[src/hdl/hmq_pkg.sv]
// shared codes, port widths and result record of the binary min-heap queue
`timescale 1ns / 1ps
`default_nettype none

package hmq_pkg;

    // port widths of the request and result fields
    localparam int KEY_PORT_W = 32;
    localparam int TAG_PORT_W = 16;
    localparam int FILL_W     = 11;
    localparam int STATUS_W   = 2;

    // request mode codes
    localparam logic MODE_ENQ = 1'b0;
    localparam logic MODE_DEQ = 1'b1;

    // result status codes
    localparam logic [STATUS_W-1:0] ST_OK    = 2'd0;
    localparam logic [STATUS_W-1:0] ST_EMPTY = 2'd1;
    localparam logic [STATUS_W-1:0] ST_FULL  = 2'd2;

    typedef struct packed {
        logic [STATUS_W-1:0]   status;
        logic [KEY_PORT_W-1:0] head_key;
        logic [TAG_PORT_W-1:0] head_tag;
        logic [FILL_W-1:0]     fill_level;
    } t_res;

endpackage

`default_nettype wire

[src/hdl/hmq_engine.sv]
// sift-up / sift-down sequencer working on the heap memory
`timescale 1ns / 1ps
`default_nettype none

module hmq_engine #(
    parameter int DEPTH    = 1024,
    parameter int KEY_BITS = 32,
    parameter int TAG_BITS = 16
) (
    input  wire logic                              i_clk,
    input  wire logic                              i_rst_n,
    input  wire logic                              i_req_valid,
    output logic                                   o_req_ready,
    input  wire logic                              i_mode,
    input  wire logic [hmq_pkg::KEY_PORT_W-1:0]    i_entry_key,
    input  wire logic [hmq_pkg::TAG_PORT_W-1:0]    i_entry_tag,
    output logic                                   o_res_valid,
    input  wire logic                              i_res_ready,
    output hmq_pkg::t_res                          o_res,
    output logic                                   o_mem_we,
    output logic [$clog2(DEPTH)-1:0]               o_mem_waddr,
    output logic [KEY_BITS+TAG_BITS-1:0]           o_mem_wdata,
    output logic [$clog2(DEPTH)-1:0]               o_mem_raddr,
    input  wire logic [KEY_BITS+TAG_BITS-1:0]      i_mem_rdata
);

    import hmq_pkg::*;

    localparam int AW = $clog2(DEPTH);
    localparam int CW = $clog2(DEPTH + 1);
    localparam int IW = AW + 2;
    localparam int EW = KEY_BITS + TAG_BITS;

    typedef enum logic [7:0] {
        S_IDLE    = 8'b0000_0001,
        S_UP      = 8'b0000_0010,
        S_DQ_ROOT = 8'b0000_0100,
        S_DQ_LAST = 8'b0000_1000,
        S_DN_L    = 8'b0001_0000,
        S_DN_CMP  = 8'b0010_0000,
        S_DN_PUT  = 8'b0100_0000,
        S_FIN     = 8'b1000_0000
    } t_state;

    t_state              r_state, n_state;
    logic [CW-1:0]       r_count, n_count;
    logic [AW-1:0]       r_pos, n_pos;
    logic [EW-1:0]       r_cur, n_cur;
    logic [EW-1:0]       r_left, n_left;
    logic                r_use_r, n_use_r;
    logic [STATUS_W-1:0] r_status, n_status;
    logic [EW-1:0]       r_head, n_head;

    logic [EW-1:0]       in_entry;
    logic [KEY_BITS-1:0] cur_key, rd_key, left_key, best_key;
    logic [IW-1:0]       pos_w, cnt_w, parent_w, gparent_w, lc_w, rc_w;
    logic [IW-1:0]       child_w, next_lc_w;
    logic                l_lt, r_lt, child_go;
    logic [EW-1:0]       child_entry;

    assign in_entry = {KEY_BITS'(i_entry_key), TAG_BITS'(i_entry_tag)};
    assign cur_key  = r_cur[EW-1:TAG_BITS];
    assign rd_key   = i_mem_rdata[EW-1:TAG_BITS];
    assign left_key = r_left[EW-1:TAG_BITS];

    assign pos_w     = IW'(r_pos);
    assign cnt_w     = IW'(r_count);
    assign parent_w  = (pos_w - IW'(1)) >> 1;
    assign gparent_w = (parent_w - IW'(1)) >> 1;
    assign lc_w      = (pos_w << 1) + IW'(1);
    assign rc_w      = (pos_w << 1) + IW'(2);

    // pick among current, left and right child; ties keep the earlier one
    assign l_lt        = left_key < cur_key;
    assign best_key    = l_lt ? left_key : cur_key;
    assign r_lt        = r_use_r && (rd_key < best_key);
    assign child_go    = l_lt || r_lt;
    assign child_w     = r_lt ? rc_w : lc_w;
    assign child_entry = r_lt ? i_mem_rdata : r_left;
    assign next_lc_w   = (child_w << 1) + IW'(1);

    always_comb begin
        n_state     = r_state;
        n_count     = r_count;
        n_pos       = r_pos;
        n_cur       = r_cur;
        n_left      = r_left;
        n_use_r     = r_use_r;
        n_status    = r_status;
        n_head      = r_head;
        o_mem_we    = 1'b0;
        o_mem_waddr = r_pos;
        o_mem_wdata = r_cur;
        o_mem_raddr = '0;
        o_req_ready = 1'b0;
        o_res_valid = 1'b0;

        unique case (r_state)
            S_IDLE: begin
                o_req_ready = 1'b1;
                if (i_req_valid) begin
                    n_status = ST_OK;
                    n_head   = '0;
                    if (i_mode == MODE_ENQ) begin
                        if (r_count == CW'(DEPTH)) begin
                            n_status = ST_FULL;
                            n_state  = S_FIN;
                        end else begin
                            n_pos       = AW'(r_count);
                            n_cur       = in_entry;
                            n_count     = r_count + CW'(1);
                            o_mem_raddr = AW'((cnt_w - IW'(1)) >> 1);
                            n_state     = S_UP;
                        end
                    end else begin
                        if (r_count == '0) begin
                            n_status = ST_EMPTY;
                            n_state  = S_FIN;
                        end else begin
                            n_count     = r_count - CW'(1);
                            o_mem_raddr = '0;
                            n_state     = S_DQ_ROOT;
                        end
                    end
                end
            end
            S_UP: begin
                o_mem_we = 1'b1;
                if (r_pos != '0 && rd_key > cur_key) begin
                    // parent moves down, keep climbing
                    o_mem_wdata = i_mem_rdata;
                    n_pos       = AW'(parent_w);
                    o_mem_raddr = AW'(gparent_w);
                end else begin
                    n_state = S_FIN;
                end
            end
            S_DQ_ROOT: begin
                n_head      = i_mem_rdata;
                o_mem_raddr = AW'(r_count);
                n_state     = S_DQ_LAST;
            end
            S_DQ_LAST: begin
                n_cur = i_mem_rdata;
                n_pos = '0;
                if (IW'(1) < cnt_w) begin
                    o_mem_raddr = AW'(1);
                    n_state     = S_DN_L;
                end else begin
                    o_mem_we    = 1'b1;
                    o_mem_waddr = '0;
                    o_mem_wdata = i_mem_rdata;
                    n_state     = S_FIN;
                end
            end
            S_DN_L: begin
                n_left = i_mem_rdata;
                if (rc_w < cnt_w) begin
                    o_mem_raddr = AW'(rc_w);
                    n_use_r     = 1'b1;
                end else begin
                    n_use_r = 1'b0;
                end
                n_state = S_DN_CMP;
            end
            S_DN_CMP: begin
                o_mem_we = 1'b1;
                if (child_go) begin
                    o_mem_wdata = child_entry;
                    n_pos       = AW'(child_w);
                    if (next_lc_w < cnt_w) begin
                        o_mem_raddr = AW'(next_lc_w);
                        n_state     = S_DN_L;
                    end else begin
                        n_state = S_DN_PUT;
                    end
                end else begin
                    n_state = S_FIN;
                end
            end
            S_DN_PUT: begin
                o_mem_we = 1'b1;
                n_state  = S_FIN;
            end
            S_FIN: begin
                o_res_valid = 1'b1;
                if (i_res_ready) begin
                    n_state = S_IDLE;
                end
            end
            default: begin
                n_state = S_IDLE;
            end
        endcase
    end

    always_ff @(posedge i_clk) begin
        if (!i_rst_n) begin
            r_state <= S_IDLE;
            r_count <= '0;
        end else begin
            r_state <= n_state;
            r_count <= n_count;
        end
    end

    always_ff @(posedge i_clk) begin
        r_pos    <= n_pos;
        r_cur    <= n_cur;
        r_left   <= n_left;
        r_use_r  <= n_use_r;
        r_status <= n_status;
        r_head   <= n_head;
    end

    assign o_res.status     = r_status;
    assign o_res.head_key   = KEY_PORT_W'(r_head[EW-1:TAG_BITS]);
    assign o_res.head_tag   = TAG_PORT_W'(r_head[TAG_BITS-1:0]);
    assign o_res.fill_level = FILL_W'(r_count);

endmodule

`default_nettype wire

[config.mk]
export PLATFORM = sky130hd
export DESIGN_NAME = hmq_engine
export DESIGN_NICKNAME = d
export VERILOG_FILES = /design/src/hdl/hmq_pkg.sv /design/src/hdl/hmq_engine.sv
export SDC_FILE = /design/constraint.sdc
export NUM_CORES = 1
export LEC_CHECK = 0
export BUFFER_PORTS_ARGS = -buffer_cell sky130_fd_sc_hd__buf_2
export CAP_MARGIN = 20
export CORE_ASPECT_RATIO = 2
export CORE_MARGIN = 10
export CORE_UTILIZATION = 50
export CTS_CLUSTER_SIZE = 25
export DETAILED_ROUTE_END_ITERATION = 8
export PLACE_DENSITY = 0.75
export SLEW_MARGIN = 10
export SYNTH_ARGS = -nofsm -noshare
export SYNTH_HDL_FRONTEND = slang
export SYNTH_SLANG_ARGS = --single-unit
[constraint.sdc]
create_clock -name i_clk -period 6.1 [get_ports i_clk]
set_input_delay 0.305 -clock i_clk [delete_from_list [all_inputs] [get_ports i_clk]]
set_output_delay 0.305 -clock i_clk [all_outputs]
set_load 0.01 [all_outputs]
==> impl_results.html, run 1 <==
<table>
<tr><th>Metric</th><th>Value</th></tr>
<tr><th colspan="2">Outcome</th></tr>
<tr><td>Result of the run</td><td>complete, but fails checks</td></tr>
<tr><td>Violated checks</td><td>negative setup slack</td></tr>
<tr><th colspan="2">Yosys</th></tr>
<tr><td>Largest family of logic cells by synthesized area</td><td>simple AND/OR/NAND/NOR gates</td></tr>
<tr><td>Leading cell types by count after synthesis</td><td>sky130_fd_sc_hd__edfxtp_1 (157), sky130_fd_sc_hd__ha_1 (119), sky130_fd_sc_hd__inv_1 (84)</td></tr>
<tr><td>Share of synthesized cell area in full adder, half adder and majority cells</td><td>12.3%</td></tr>
<tr><td>Most frequently used cell type in the post-synthesis netlist</td><td>sky130_fd_sc_hd__edfxtp_1</td></tr>
<tr><td>Multiplexer share of the synthesized area</td><td>7.19%</td></tr>
<tr><td>Mean cell area of the mapped netlist</td><td>10.4 sq um</td></tr>
<tr><td>XOR/XNOR share of the synthesized area</td><td>3.26%</td></tr>
<tr><td>Distinct cells, synth</td><td>69</td></tr>
<tr><td>Area fraction in and, or, nand and nor cells after synthesis</td><td>15.7%</td></tr>
<tr><td>Count of yosys warnings during synthesis</td><td>0</td></tr>
<tr><td>Most instantiated flip-flop cell in the synthesis netlist</td><td>sky130_fd_sc_hd__edfxtp_1</td></tr>
<tr><td>Post-synthesis net count</td><td>1383</td></tr>
<tr><td>Yosys reg bits</td><td>176</td></tr>
<tr><td>Cell count after synthesis</td><td>1163</td></tr>
<tr><td>Area contributors post-synth</td><td>sky130_fd_sc_hd__edfxtp_1 (39%), sky130_fd_sc_hd__ha_1 (12%), sky130_fd_sc_hd__mux2_2 (4.5%)</td></tr>
<tr><td>Most area-hungry cell type in the Yosys netlist</td><td>sky130_fd_sc_hd__edfxtp_1</td></tr>
<tr><td>Post-synthesis instance area</td><td>12100 sq um</td></tr>
<tr><td>Proportion of netlist area held by the largest area contributor</td><td>38.9%</td></tr>
<tr><td>Fraction of registers with async set or reset after synthesis</td><td>0%</td></tr>
<tr><td>Portion of the post-synthesis area used by sequential elements</td><td>42.1%</td></tr>
<tr><td>Compound-gate portion of the synthesized area</td><td>14.8%</td></tr>
<tr><td>Count of flip-flops with a built-in enable after synthesis</td><td>157</td></tr>
<tr><th colspan="2">Global route</th></tr>
<tr><td>Antenna violations before repair</td><td>2</td></tr>
<tr><td>Total routing usage reported by global routing</td><td>27.9%</td></tr>
<tr><td>Largest net degree at the start of global routing</td><td>61</td></tr>
<tr><td>Final global-route overflow total</td><td>0</td></tr>
<tr><td>Vias in the first global route</td><td>11900</td></tr>
<tr><td>First-pass GRT wire length</td><td>66000 um</td></tr>
<tr><th colspan="2">Floorplanning</th></tr>
<tr><td>Row Count</td><td>80</td></tr>
<tr><td>Width of the die</td><td>130 um</td></tr>
<tr><td>Core area</td><td>23800 sq um</td></tr>
<tr><td>Die area</td><td>31200 sq um</td></tr>
<tr><td>Initial Util</td><td>50.8%</td></tr>
<tr><td>Number of primary I/O pins</td><td>233</td></tr>
<tr><td>Die height</td><td>240 um</td></tr>
<tr><th colspan="2">Power</th></tr>
<tr><td>Power per unit of standard cell area</td><td>345 nW/um^2</td></tr>
<tr><td>Power after layout</td><td>5.58 mW</td></tr>
<tr><td>Worst IR drop on VDD</td><td>0.284 mV</td></tr>
<tr><td>Leakage power</td><td>6.93 nW</td></tr>
<tr><th colspan="2">Setup path</th></tr>
<tr><td>Critical Path Fanout Max</td><td>6</td></tr>
<tr><td>Kind of capture point of the worst setup path</td><td>output pin</td></tr>
<tr><td>Largest stage delay on the critical path</td><td>0.46 ns</td></tr>
<tr><td>Type of the setup path with the least slack</td><td>reg2out</td></tr>
<tr><td>Crit start category</td><td>flop</td></tr>
<tr><td>Reg2Reg Capture Point</td><td>r_state[4]$_SDFFE_PN0P_</td></tr>
<tr><td>Data arrival time of the critical path</td><td>6.48 ns</td></tr>
<tr><td>CP top delay family</td><td>compound AO/OA/AOI/OAI gates</td></tr>
<tr><td>Startpoint of the lowest-slack register-to-register path</td><td>r_cur[46]$_DFFE_PP_</td></tr>
<tr><td>Highest-delay cell along the critical path</td><td>sky130_fd_sc_hd__edfxtp_1</td></tr>
<tr><td>Worst-case register-to-register setup slack</td><td>0 ns</td></tr>
<tr><td>Required time of the critical path</td><td>5.79 ns</td></tr>
<tr><td>Worst-case reg-to-reg path depth</td><td>32</td></tr>
<tr><td>Critical path buffers and inverters</td><td>8</td></tr>
<tr><th colspan="2">Hold path</th></tr>
<tr><td>Hold-critical path endpoint</td><td>r_left[14]$_DFFE_PP_</td></tr>
<tr><td>Hold_sp</td><td>i_mem_rdata[14]</td></tr>
<tr><td>HP Class</td><td>in2reg</td></tr>
<tr><td>Worst hold path stage count</td><td>1</td></tr>
<tr><th colspan="2">Place</th></tr>
<tr><td>Dpl ws</td><td>-0.472 ns</td></tr>
<tr><td>Final GP Congestion</td><td>0.985</td></tr>
<tr><td>Post-DP HPWL</td><td>32800 um</td></tr>
<tr><td>Number of I/O port buffers</td><td>232</td></tr>
<tr><td>Placed cell count</td><td>1774</td></tr>
<tr><th colspan="2">Routing</th></tr>
<tr><td>Iter 0 DRT Violations</td><td>829</td></tr>
<tr><td>First-pass iteration count of the detailed router</td><td>5</td></tr>
<tr><td>DR vias</td><td>11400</td></tr>
<tr><td>Detailed-route wire length per cell</td><td>24.6 um</td></tr>
<tr><td>Met2 WL post-DR</td><td>24900 um</td></tr>
<tr><td>Routed wl met3</td><td>2150 um</td></tr>
<tr><td>Detailed-route wire length on metal 1</td><td>15200 um</td></tr>
<tr><td>Via/cell ratio</td><td>6.15</td></tr>
<tr><td>Highest signal layer in the routed design</td><td>met5</td></tr>
<tr><td>Wire length reported by the detailed router</td><td>45800 um</td></tr>
<tr><td># DRC</td><td>0</td></tr>
<tr><td>Detail Route Antenna Nets</td><td>0</td></tr>
<tr><th colspan="2">Timing</th></tr>
<tr><td>Total negative slack for setup checks</td><td>-6.54 ns</td></tr>
<tr><td>Period utilization</td><td>111%</td></tr>
<tr><td>Final setup violation count</td><td>12</td></tr>
<tr><td>Post-route worst setup slack</td><td>-0.687 ns</td></tr>
<tr><td>Number of endpoints with negative hold slack in the final report</td><td>0</td></tr>
<tr><td>Shortest clock period the worst path allows after layout</td><td>6.79 ns</td></tr>
<tr><td>RSZ-0062 raised after global routing</td><td>true</td></tr>
<tr><td>Worst slew pin tran</td><td>1.05 ns</td></tr>
<tr><td>Max transition margin</td><td>29.5%</td></tr>
<tr><td>Achievable clock frequency</td><td>147 MHz</td></tr>
<tr><td>Final setup skew</td><td>0.0111 ns</td></tr>
<tr><td>Pins over their slew limit</td><td>0</td></tr>
<tr><th colspan="2">Layout</th></tr>
<tr><td>Layout overhead on the synthesized area</td><td>33.8%</td></tr>
<tr><td>Final Net Count</td><td>1777</td></tr>
<tr><td>Ratio of cells with drive above 1 in the final layout</td><td>39.4%</td></tr>
<tr><td>Non-filler cells in the finished layout</td><td>1858</td></tr>
<tr><th colspan="2">CTS</th></tr>
<tr><td>Maximum buffer depth of the clock tree</td><td>2</td></tr>
<tr><td>Clock sink count</td><td>176</td></tr>
<tr><td>Clock tree from TritonCTS</td><td>yes</td></tr>
<tr><td>Clock input transition at the sequential cells of the worst setup and hold paths</td><td>0.08 ns</td></tr>
<tr><td>Depth of the CTS H-tree</td><td>4</td></tr>
<tr><td>Post-cts hold buffer count</td><td>0</td></tr>
<tr><td>CTS buffer count</td><td>17</td></tr>
<tr><td>Clock root buffer master</td><td>sky130_fd_sc_hd__clkbuf_16</td></tr>
<tr><td>Clock latency of the later-clocked register in the worst-skew pair</td><td>0.47 ns</td></tr>
<tr><th colspan="2">Run</th></tr>
<tr><td>Max Cap Viol</td><td>0</td></tr>
</table>
==> per-layer routing <==
| layer | global-route usage (%) | vias to the layer above |
|---|---|---|
| li1 | - | 5190 |
| met1 | 26.2 | 5513 |
| met2 | 52.1 | 537 |
| met3 | 4.70 | 193 |
| met4 | 20.5 | 2 |
| met5 | 0 | - |
==> placed cells by master (no fill, tap or decap), types with 7 or more instances in the layout <==
cell and n:
sky130_fd_sc_hd__inv_1 79, sky130_fd_sc_hd__nand2_1 74, sky130_fd_sc_hd__o21a_1 7, sky130_fd_sc_hd__a21o_1 16
sky130_fd_sc_hd__o21ai_0 21, sky130_fd_sc_hd__nor3b_1 21, sky130_fd_sc_hd__xnor2_1 23, sky130_fd_sc_hd__mux2i_2 11
sky130_fd_sc_hd__a21oi_1 53, sky130_fd_sc_hd__nor2_1 51, sky130_fd_sc_hd__buf_4 192, sky130_fd_sc_hd__ha_4 12
sky130_fd_sc_hd__o221ai_1 29, sky130_fd_sc_hd__a221o_1 26, sky130_fd_sc_hd__nor4_1 10, sky130_fd_sc_hd__and2_1 58
sky130_fd_sc_hd__o211ai_1 11, sky130_fd_sc_hd__mux2i_4 9, sky130_fd_sc_hd__edfxtp_1 157, sky130_fd_sc_hd__nor3_1 18
sky130_fd_sc_hd__ha_1 104, sky130_fd_sc_hd__mux2i_1 13, sky130_fd_sc_hd__nand3_1 22, sky130_fd_sc_hd__xor2_1 20
sky130_fd_sc_hd__nor2b_1 10, sky130_fd_sc_hd__nand4_1 27, sky130_fd_sc_hd__mux2_2 48, sky130_fd_sc_hd__clkbuf_16 17
sky130_fd_sc_hd__dfxtp_1 19, sky130_fd_sc_hd__buf_2 231
==> area by class of cell <==
class                      instances  area (sq um)
fill                            1795          7620
sequential                       176          5090
multi-input combinational        843          7020
tap                              287           359
inverter                          84           315
antenna                            1          2.50
clock buffer                      17           425
timing repair buffer             435          2800
clock inverter                    15           181
==> worst max path at each step <==
stage	from	endpoint	slack, ns	depth (start not counted)
after CTS	r_left[35]$_DFFE_PP_	o_mem_raddr[6]	-0.38	30
final	r_cur[46]$_DFFE_PP_	o_mem_raddr[6]	-0.69	32
after detailed placement	r_cur[46]$_DFFE_PP_	o_mem_raddr[6]	-0.47	30
after global routing	r_cur[46]$_DFFE_PP_	o_mem_raddr[6]	-0.91	31
after global placement	r_cur[46]$_DFFE_PP_	o_mem_raddr[6]	-0.27	30
after floorplan	r_cur[47]$_DFFE_PP_	o_mem_raddr[2]	0.02	28
==> what timing repair did <==
item                       CTS  global route
pin swaps                   33            35
setup buffers               39            12
resized for setup           59            59
gates cloned                 1             0
setup endpoints to repair   31            28
==> report_power, final <==
group | leakage, nW | internal [mW] | switching [mW]
clock | 0.295 | 0.557 | 0.586
sequential | 1.63 | 1.59 | 0.200
combinational | 5.01 | 1.13 | 1.52
total | 6.93 | 3.28 | 2.30
==> cell families (layout without fill, tap and decap cells) <==
kind of cell	Yosys count	in the layout
AO/OA/AOI/OAI	248	248
flip-flops	176	176
adder cells (fa/ha/maj)	119	119
AND/OR/NAND/NOR	350	350
buffers and inverters	144	551
multiplexers	81	81
other	0	1
XOR/XNOR	45	45
==> per-stage QoR <==
stage | hold slack (ns) | area [sq um] | utilization [%]
2_1_floorplan | 0.376 | 12100 | -
3_3_place_gp | 0.528 | 14600 | 61.3
3_5_place_dp | 0.532 | 14600 | 61.3
4_1_cts | 0.0418 | 15800 | 66.2
5_1_grt | 0.0504 | 16200 | 68.0
6_report | 0.0551 | 16200 | 68.0
==> flip-flops by register name (all words and copies together), names as in the netlist <==
register	flops
r_state	8
r_head	48
r_left	48
r_cur	48
r_pos	10
r_use_r	1
r_status	2
r_count	11
(Power assumes the default switching activity.)
==> run 2, diff against run 1 <==
- PLACE_DENSITY: 0.75 -> 0.72
- clock period: 6.1 -> 7.1 ns (I/O delays scaled with it)
==> impl_results.html, run 2 (synthesis results as in run 1) <==
<table>
<tr><th>Metric</th><th>Value</th></tr>
<tr><th colspan="2">Power</th></tr>
<tr><td>Worst IR drop on VDD</td><td>0.224 mV (-21%)</td></tr>
<tr><td>Clock group share of total power</td><td>21.9% (+1.4 points)</td></tr>
<tr><td>Leakage power</td><td>6.21 nW (-10%)</td></tr>
<tr><td>Cell-internal power</td><td>2.71 mW (-17%)</td></tr>
<tr><td>Power per unit of standard cell area</td><td>311 nW/um^2 (-9.8%)</td></tr>
<tr><td>Combinational power share</td><td>44.2% (-3.2 points)</td></tr>
<tr><td>Power after layout</td><td>4.59 mW (-18%)</td></tr>
<tr><td>Switching power summed over all nets</td><td>1.88 mW (-19%)</td></tr>
<tr><td>Sw frac</td><td>40.9% (-0.33 points)</td></tr>
<tr><td>Proportion of power drawn by flip-flops and latches</td><td>33.9% (+1.8 points)</td></tr>
<tr><th colspan="2">Setup path</th></tr>
<tr><td>Data arrival time of the critical path</td><td>6.56 ns (+0.08 ns)</td></tr>
<tr><td>Crit start category</td><td>flop</td></tr>
<tr><td>Kind of capture point of the worst setup path</td><td>output pin</td></tr>
<tr><td>Highest-delay cell along the critical path</td><td>sky130_fd_sc_hd__edfxtp_1</td></tr>
<tr><td>Required time of the critical path</td><td>6.74 ns (+0.95 ns)</td></tr>
<tr><td>Startpoint of the lowest-slack register-to-register path</td><td>r_left[43]$_DFFE_PP_</td></tr>
<tr><td>Worst-case reg-to-reg path depth</td><td>28 (-13%)</td></tr>
<tr><td>Crit path depth</td><td>29 (-9.4%)</td></tr>
<tr><td>Largest stage delay on the critical path</td><td>0.47 ns (about the same)</td></tr>
<tr><td>Critical Path Fanout Max</td><td>9 (+3)</td></tr>
<tr><td>Critical path buffers and inverters</td><td>6 (-2)</td></tr>
<tr><td>Critical path startpoint</td><td>r_left[43]$_DFFE_PP_</td></tr>
<tr><td>CP top delay family</td><td>compound AO/OA/AOI/OAI gates</td></tr>
<tr><td>Cell repeated most along the worst path</td><td>sky130_fd_sc_hd__a21o_1</td></tr>
<tr><td>Type of the setup path with the least slack</td><td>reg2out</td></tr>
<tr><th colspan="2">Layout</th></tr>
<tr><td>Registers with the most flip-flops</td><td>r_cur (48), r_head (48), r_left (48)</td></tr>
<tr><td>Ratio of cells with drive above 1 in the final layout</td><td>30.1% (-9.2 points)</td></tr>
<tr><td>Final Net Count</td><td>1631 (-8.2%)</td></tr>
<tr><td>Final Cell Area</td><td>14800 sq um (-8.9%)</td></tr>
<tr><td>Commonest non-fill, non-tap cell in the layout</td><td>sky130_fd_sc_hd__buf_2</td></tr>
<tr><td>Layout overhead on the synthesized area</td><td>21.9%</td></tr>
<tr><td>Highest-count cells in the layout ignoring fill and taps</td><td>sky130_fd_sc_hd__buf_2 (233), sky130_fd_sc_hd__edfxtp_1 (157), sky130_fd_sc_hd__ha_1 (118)</td></tr>
<tr><td>Filler instances</td><td>2050 (+14%)</td></tr>
<tr><th colspan="2">CTS</th></tr>
<tr><td>Clock sink count</td><td>176 (unchanged)</td></tr>
<tr><td>Depth of the CTS H-tree</td><td>4 (unchanged)</td></tr>
<tr><td>Clock root buffer master</td><td>sky130_fd_sc_hd__clkbuf_16</td></tr>
<tr><td>Maximum buffer depth of the clock tree</td><td>2 (unchanged)</td></tr>
<tr><td>Clock tree from TritonCTS</td><td>yes</td></tr>
<tr><td>Clock latency of the later-clocked register in the worst-skew pair</td><td>0.46 ns (about the same)</td></tr>
<tr><td>CTS buffer count</td><td>17 (unchanged)</td></tr>
<tr><td>Clock input transition at the sequential cells of the worst setup and hold paths</td><td>0.07 ns (about the same)</td></tr>
<tr><th colspan="2">Routing</th></tr>
<tr><td>Highest signal layer in the routed design</td><td>met4</td></tr>
<tr><td>Via/cell ratio</td><td>6.20 (+0.72%)</td></tr>
<tr><td>Detail Route Antenna Nets</td><td>0 (unchanged)</td></tr>
<tr><td>Detailed-route wire length on metal 1</td><td>13900 um (-8.5%)</td></tr>
<tr><td>Iter 0 DRT Violations</td><td>956 (+15%)</td></tr>
<tr><td>Detailed-route wire length per cell</td><td>24.4 um (-1.1%)</td></tr>
<tr><td>DR vias</td><td>10600 (-7.0%)</td></tr>
<tr><td># DRC</td><td>0 (unchanged)</td></tr>
<tr><td>Routed wl met3</td><td>2450 um (+14%)</td></tr>
<tr><td>Met2 WL post-DR</td><td>22900 um (-8.1%)</td></tr>
<tr><td>First-pass iteration count of the detailed router</td><td>5 (unchanged)</td></tr>
<tr><td>Wire length reported by the detailed router</td><td>41800 um (-8.7%)</td></tr>
<tr><th colspan="2">Global route</th></tr>
<tr><td>Largest net degree at the start of global routing</td><td>53 (-13%)</td></tr>
<tr><td>First-pass GRT wire length</td><td>62500 um (-5.2%)</td></tr>
<tr><td>Total routing usage reported by global routing</td><td>26.3% (-1.6 points)</td></tr>
<tr><td>Antenna violations before repair</td><td>2 (unchanged)</td></tr>
<tr><td>Final global-route overflow total</td><td>0 (unchanged)</td></tr>
<tr><td>Vias in the first global route</td><td>11200 (-5.4%)</td></tr>
<tr><th colspan="2">Hold path</th></tr>
<tr><td>HP Class</td><td>in2reg</td></tr>
<tr><td>Hold_sp</td><td>i_mem_rdata[13]</td></tr>
<tr><td>Worst hold path stage count</td><td>1 (unchanged)</td></tr>
<tr><th colspan="2">Timing</th></tr>
<tr><td>Final setup violation count</td><td>0 (-12)</td></tr>
<tr><td>Achievable clock frequency</td><td>145 MHz</td></tr>
<tr><td>Pins over their slew limit</td><td>0 (unchanged)</td></tr>
<tr><td>Number of endpoints with negative hold slack in the final report</td><td>0 (unchanged)</td></tr>
<tr><td>Final setup skew</td><td>0.0143 ns (+0.00315 ns)</td></tr>
<tr><td>Period utilization</td><td>97.3%</td></tr>
<tr><td>Total negative slack for setup checks</td><td>0 ns (+6.54 ns)</td></tr>
<tr><td>Worst slew pin tran</td><td>0.956 ns (-0.0922 ns)</td></tr>
<tr><td>Max transition margin</td><td>35.7% (+6.2 points)</td></tr>
<tr><td>RSZ-0062 raised after global routing</td><td>true</td></tr>
<tr><td>Shortest clock period the worst path allows after layout</td><td>6.91 ns</td></tr>
<tr><td>Post-route worst setup slack</td><td>0.189 ns (+0.876 ns)</td></tr>
<tr><th colspan="2">Place</th></tr>
<tr><td>Dpl ws</td><td>0.140 ns (+0.612 ns)</td></tr>
<tr><td>Post-DP HPWL</td><td>31300 um (-4.3%)</td></tr>
<tr><td>Number of I/O port buffers</td><td>232 (unchanged)</td></tr>
<tr><td>Final GP Congestion</td><td>1.00 (+1.9%)</td></tr>
<tr><td>Placement-stage cell area</td><td>13700 sq um (-5.9%)</td></tr>
<tr><th colspan="2">Floorplanning</th></tr>
<tr><td>Die height</td><td>240 um (unchanged)</td></tr>
<tr><td>Initial Util</td><td>50.8% (unchanged)</td></tr>
<tr><td>Width of the die</td><td>130 um (unchanged)</td></tr>
<tr><td>Die area</td><td>31200 sq um (unchanged)</td></tr>
<tr><td>Row Count</td><td>80 (unchanged)</td></tr>
<tr><td>Number of primary I/O pins</td><td>233 (unchanged)</td></tr>
<tr><td>Core area</td><td>23800 sq um (unchanged)</td></tr>
<tr><th colspan="2">Outcome</th></tr>
<tr><td>Result of the run</td><td>complete, no violations</td></tr>
<tr><th colspan="2">Run</th></tr>
<tr><td>Max Cap Viol</td><td>0 (unchanged)</td></tr>
</table>
## run 2: cell count changes in the layout (fill, tap and decap cells not counted), sizes merged
| cell | before | now |
|---|---|---|
| clkbuf | 17 | 18 |
| clkinv | 6 | 3 |
| diode | 1 | 4 |
| clkinvlp | 0 | 1 |
| buf | 435 | 288 |
| bufinv | 0 | 2 |
## run 2: final cells by class
class                      count  area, sq um  share of cell area, %
inverter                      84          315                   2.14
tap                          287          359                   2.43
clock buffer                  17          425                   2.88
antenna                        4         10.0                 0.0679
sequential                   176         5090                   34.5
clock inverter                15          193                   1.31
multi-input combinational    843         6720                   45.5
timing repair buffer         289         1640                   11.1
## run 2: path summary, 6_finish.rpt
kind / endpoint / slack (ns)
setup reg to reg: r_state[4]$_SDFFE_PN0P_ / 1.00
setup / recovery: o_mem_raddr[0] / 0.19
hold / removal: r_left[13]$_DFFE_PP_ / 0.11
hold reg to reg: r_count[10]$_SDFFE_PN0P_ / 0.66
## run 2: what timing repair did
action                                  CTS  global route
pin swaps                                 1            16
buffers inserted                          0            12
cloned                                    0             1
resized for setup                         9            52
endpoints found under the setup margin   10            10
hold buffers                              0             0
## run 2: per-layer routing
metal  up-vias  track usage [%]
li1       4906                -
met1      5138             25.8
met2       451             48.2
met3       136             5.16
met4         0             17.2
met5         -                0
## run 2: stage by stage
step                      hold slack (ns)  cells  utilization, %
after floorplan                     0.426   1163               -
after global placement              0.573   1665            57.7
after detailed placement            0.573   1665            57.7
after CTS                          0.0965   1697            60.4
after global routing                0.110   1713            61.9
final                               0.111   1715            61.9
## run 2: power groups by stage
stage | sequential (mW) | combinational (mW) | clock, mW
finish | 1.56 | 2.03 | 1.00
global route | 1.58 | 2.21 | 1.05
CTS | 1.55 | 1.94 | 1.01
detailed placement | 1.57 | 1.91 | 0
global placement | 1.56 | 1.89 | 0
floorplan | 1.54 | 1.19 | 0
==> run 3, diff against run 2 <==
- CORE_UTILIZATION: 50 -> 57
- PLACE_DENSITY: 0.72 -> 0.81
==> impl_results.html, run 3 (synthesis results as in run 1) <==
<table>
<tr><th>Metric</th><th>Value</th></tr>
<tr><th colspan="2">Routing</th></tr>
<tr><td># DRC</td><td>0 (unchanged)</td></tr>
<tr><td>DR vias</td><td>10700 (+1.1%)</td></tr>
<tr><td>Iter 0 DRT Violations</td><td>1000 (+4.6%)</td></tr>
<tr><td>Wire length reported by the detailed router</td><td>40600 um (-2.8%)</td></tr>
<tr><td>Detailed-route wire length per cell</td><td>24.4 um (+0.19%)</td></tr>
<tr><td>First-pass iteration count of the detailed router</td><td>5 (unchanged)</td></tr>
<tr><td>Detail Route Antenna Nets</td><td>0 (unchanged)</td></tr>
<tr><td>Via/cell ratio</td><td>6.46 (+4.3%)</td></tr>
<tr><th colspan="2">Run</th></tr>
<tr><td>Max Cap Viol</td><td>0 (unchanged)</td></tr>
<tr><th colspan="2">Timing</th></tr>
<tr><td>Total negative slack for setup checks</td><td>0 ns (unchanged)</td></tr>
<tr><td>Shortest clock period the worst path allows after layout</td><td>6.90 ns (-0.0134 ns)</td></tr>
<tr><td>Achievable clock frequency</td><td>145 MHz (+0.19%)</td></tr>
<tr><td>Final setup skew</td><td>0.00791 ns (-0.00636 ns)</td></tr>
<tr><td>Period utilization</td><td>97.2% (-0.19 points)</td></tr>
<tr><td>Number of endpoints with negative hold slack in the final report</td><td>0 (unchanged)</td></tr>
<tr><td>Pins over their slew limit</td><td>0 (unchanged)</td></tr>
<tr><td>Max transition margin</td><td>36.9% (+1.2 points)</td></tr>
<tr><td>Final setup violation count</td><td>0 (unchanged)</td></tr>
<tr><td>Worst slew pin tran</td><td>0.938 ns (-0.0182 ns)</td></tr>
<tr><th colspan="2">Layout</th></tr>
<tr><td>Layout overhead on the synthesized area</td><td>18.8%</td></tr>
<tr><td>Area of combinational cells with multiple inputs</td><td>6670 sq um (-0.71%)</td></tr>
<tr><td>Final Net Count</td><td>1600 (-1.9%)</td></tr>
<tr><td>Ratio of cells with drive above 1 in the final layout</td><td>27.5% (-2.6 points)</td></tr>
<tr><td>Filler instances</td><td>1629 (-21%)</td></tr>
<tr><td>Area used by sequential logic in the layout</td><td>5090 sq um (unchanged)</td></tr>
<tr><td>Registers with the most flip-flops</td><td>r_cur (48), r_head (48), r_left (48)</td></tr>
<tr><td>Highest-count cells in the layout ignoring fill and taps</td><td>sky130_fd_sc_hd__buf_2 (232), sky130_fd_sc_hd__edfxtp_1 (157), sky130_fd_sc_hd__ha_1 (118)</td></tr>
<tr><td>Commonest non-fill, non-tap cell in the layout</td><td>sky130_fd_sc_hd__buf_2</td></tr>
<tr><td>Utilization of the core after routing</td><td>68.7% (+6.8 points)</td></tr>
<tr><th colspan="2">CTS</th></tr>
<tr><td>Maximum buffer depth of the clock tree</td><td>2 (unchanged)</td></tr>
<tr><td>Clock sink count</td><td>176 (unchanged)</td></tr>
<tr><td>Clock latency of the later-clocked register in the worst-skew pair</td><td>0.46 ns (about the same)</td></tr>
<tr><td>Clock tree from TritonCTS</td><td>yes</td></tr>
<tr><td>CTS buffer count</td><td>17 (unchanged)</td></tr>
<tr><td>Depth of the CTS H-tree</td><td>4 (unchanged)</td></tr>
<tr><td>Post-cts hold buffer count</td><td>0 (unchanged)</td></tr>
<tr><td>Clock input transition at the sequential cells of the worst setup and hold paths</td><td>0.07 ns (about the same)</td></tr>
<tr><td>Clock root buffer master</td><td>sky130_fd_sc_hd__clkbuf_16</td></tr>
<tr><th colspan="2">Setup path</th></tr>
<tr><td>CP top delay family</td><td>compound AO/OA/AOI/OAI gates</td></tr>
<tr><td>Critical Path Fanout Max</td><td>12 (+3)</td></tr>
<tr><td>Data arrival time of the critical path</td><td>6.54 ns (-0.02 ns)</td></tr>
<tr><td>Required time of the critical path</td><td>6.74 ns (about the same)</td></tr>
<tr><td>Cell repeated most along the worst path</td><td>sky130_fd_sc_hd__a21o_1</td></tr>
<tr><td>Critical path startpoint</td><td>r_cur[21]$_DFFE_PP_</td></tr>
<tr><td>Reg2Reg Capture Point</td><td>r_state[4]$_SDFFE_PN0P_</td></tr>
<tr><td>Type of the setup path with the least slack</td><td>reg2out</td></tr>
<tr><td>Highest-delay cell along the critical path</td><td>sky130_fd_sc_hd__edfxtp_1</td></tr>
<tr><td>Largest stage delay on the critical path</td><td>0.43 ns (-0.04 ns)</td></tr>
<tr><td>Startpoint of the lowest-slack register-to-register path</td><td>r_cur[21]$_DFFE_PP_</td></tr>
<tr><td>Crit path depth</td><td>26 (-10%)</td></tr>
<tr><td>Crit start category</td><td>flop</td></tr>
<tr><td>Kind of capture point of the worst setup path</td><td>output pin</td></tr>
<tr><td>Capture point of the critical path</td><td>o_mem_raddr[9]</td></tr>
<tr><td>Worst-case reg-to-reg path depth</td><td>26 (-7.1%)</td></tr>
<tr><td>Worst-case register-to-register setup slack</td><td>1.11 ns (+0.11 ns)</td></tr>
<tr><td>Critical path buffers and inverters</td><td>4 (-2)</td></tr>
<tr><th colspan="2">Power</th></tr>
<tr><td>Worst IR drop on VDD</td><td>0.286 mV (+28%)</td></tr>
<tr><td>Leakage power</td><td>6.04 nW (-2.7%)</td></tr>
<tr><td>Power after layout</td><td>4.40 mW (-4.0%)</td></tr>
<tr><td>Power per unit of standard cell area</td><td>306 nW/um^2 (-1.6%)</td></tr>
<tr><th colspan="2">Floorplanning</th></tr>
<tr><td>Core area</td><td>20900 sq um (-12%)</td></tr>
<tr><td>Row Count</td><td>75 (-6.3%)</td></tr>
<tr><td>Width of the die</td><td>123 um (-5.4%)</td></tr>
<tr><td>Die height</td><td>226 um (-5.8%)</td></tr>
<tr><td>Die area</td><td>27800 sq um (-11%)</td></tr>
<tr><td>Initial Util</td><td>57.8% (+7.0 points)</td></tr>
<tr><td>Number of primary I/O pins</td><td>233 (unchanged)</td></tr>
<tr><th colspan="2">Global route</th></tr>
<tr><td>Vias in the first global route</td><td>11200 (-0.35%)</td></tr>
<tr><td>Total routing usage reported by global routing</td><td>28.7% (+2.4 points)</td></tr>
<tr><td>Largest net degree at the start of global routing</td><td>61 (+15%)</td></tr>
<tr><td>First-pass GRT wire length</td><td>60900 um (-2.5%)</td></tr>
<tr><td>Final global-route overflow total</td><td>0 (unchanged)</td></tr>
<tr><td>Antenna violations before repair</td><td>0 (-2)</td></tr>
<tr><th colspan="2">Hold path</th></tr>
<tr><td>HP Class</td><td>in2reg</td></tr>
<tr><th colspan="2">Outcome</th></tr>
<tr><td>Result of the run</td><td>complete, no violations</td></tr>
<tr><th colspan="2">Place</th></tr>
<tr><td>Final GP Congestion</td><td>0.951 (-5.2%)</td></tr>
<tr><td>Number of I/O port buffers</td><td>232 (unchanged)</td></tr>
<tr><td>Post-DP HPWL</td><td>30300 um (-3.3%)</td></tr>
</table>
-- run 3: repair_timing --
action,in CTS,in global routing
resized for setup,16,27
endpoints found under the setup margin,10,10
buffers inserted,1,7
gates cloned,1,0
pin swaps,3,11
-- run 3: layout make-up --
cell class	count	area share (%)
clock buffers	17	2.96
multi-input cells	844	46.4
flip-flops and latches	176	35.4
well taps	269	2.34
inverters	84	2.19
clock inverters	15	1.00
diodes	1	0.0174
repair buffers	257	9.69
-- run 3: worst min path at each step --
stage / start / to / slack, ns / cells after the start
3_5_place_dp: i_mem_rdata[13] / r_left[13]$_DFFE_PP_ / 0.57 / 1
3_3_place_gp: i_mem_rdata[13] / r_left[13]$_DFFE_PP_ / 0.57 / 1
4_1_cts: i_mem_rdata[13] / r_left[13]$_DFFE_PP_ / 0.09 / 1
6_report: i_mem_rdata[15] / r_left[15]$_DFFE_PP_ / 0.12 / 1
5_1_grt: i_mem_rdata[11] / r_left[11]$_DFFE_PP_ / 0.11 / 1
2_1_floorplan: i_rst_n / r_state[0]$_SDFFE_PN1P_ / 0.43 / 1
-- run 3: power by group --
| part | switching (mW) | internal [mW] |
|---|---|---|
| clock network | 0.451 | 0.465 |
| registers | 0.190 | 1.37 |
| logic | 1.18 | 0.744 |
-- run 3: per-stage QoR --
step / cell area, sq um / worst slack, ns / cells / hold WS [ns]
2_1_floorplan: 12100 / 0.852 / 1163 / 0.426
3_3_place_gp: 13500 / 0.172 / 1620 / 0.571
3_5_place_dp: 13500 / 0.0246 / 1620 / 0.574
4_1_cts: 14200 / 0.00513 / 1654 / 0.0913
5_1_grt: 14400 / -0.0658 / 1662 / 0.109
6_report: 14400 / 0.202 / 1663 / 0.117
-- run 3: worst reg2reg max path: cells and delay by family, from the launching register on --
family | cells | cell delay (ns)
compound gates | 12 | 2.75
simple gates | 5 | 0.97
fa+ha+maj | 3 | 0.90
buf+inv | 4 | 0.53
xor+xnor | 1 | 0.15
mux | 1 | 0.19
flops | 1 | 0.43
-- run 3: routing by layer --
| metal | wire (um) | global-route usage [%] |
|---|---|---|
| met2 | 21700 | 51.2 |
| met3 | 2650 | 6.70 |
| met1 | 13300 | 27.5 |
| met5 | 0 | 0 |
| met4 | 2960 | 21.8 |
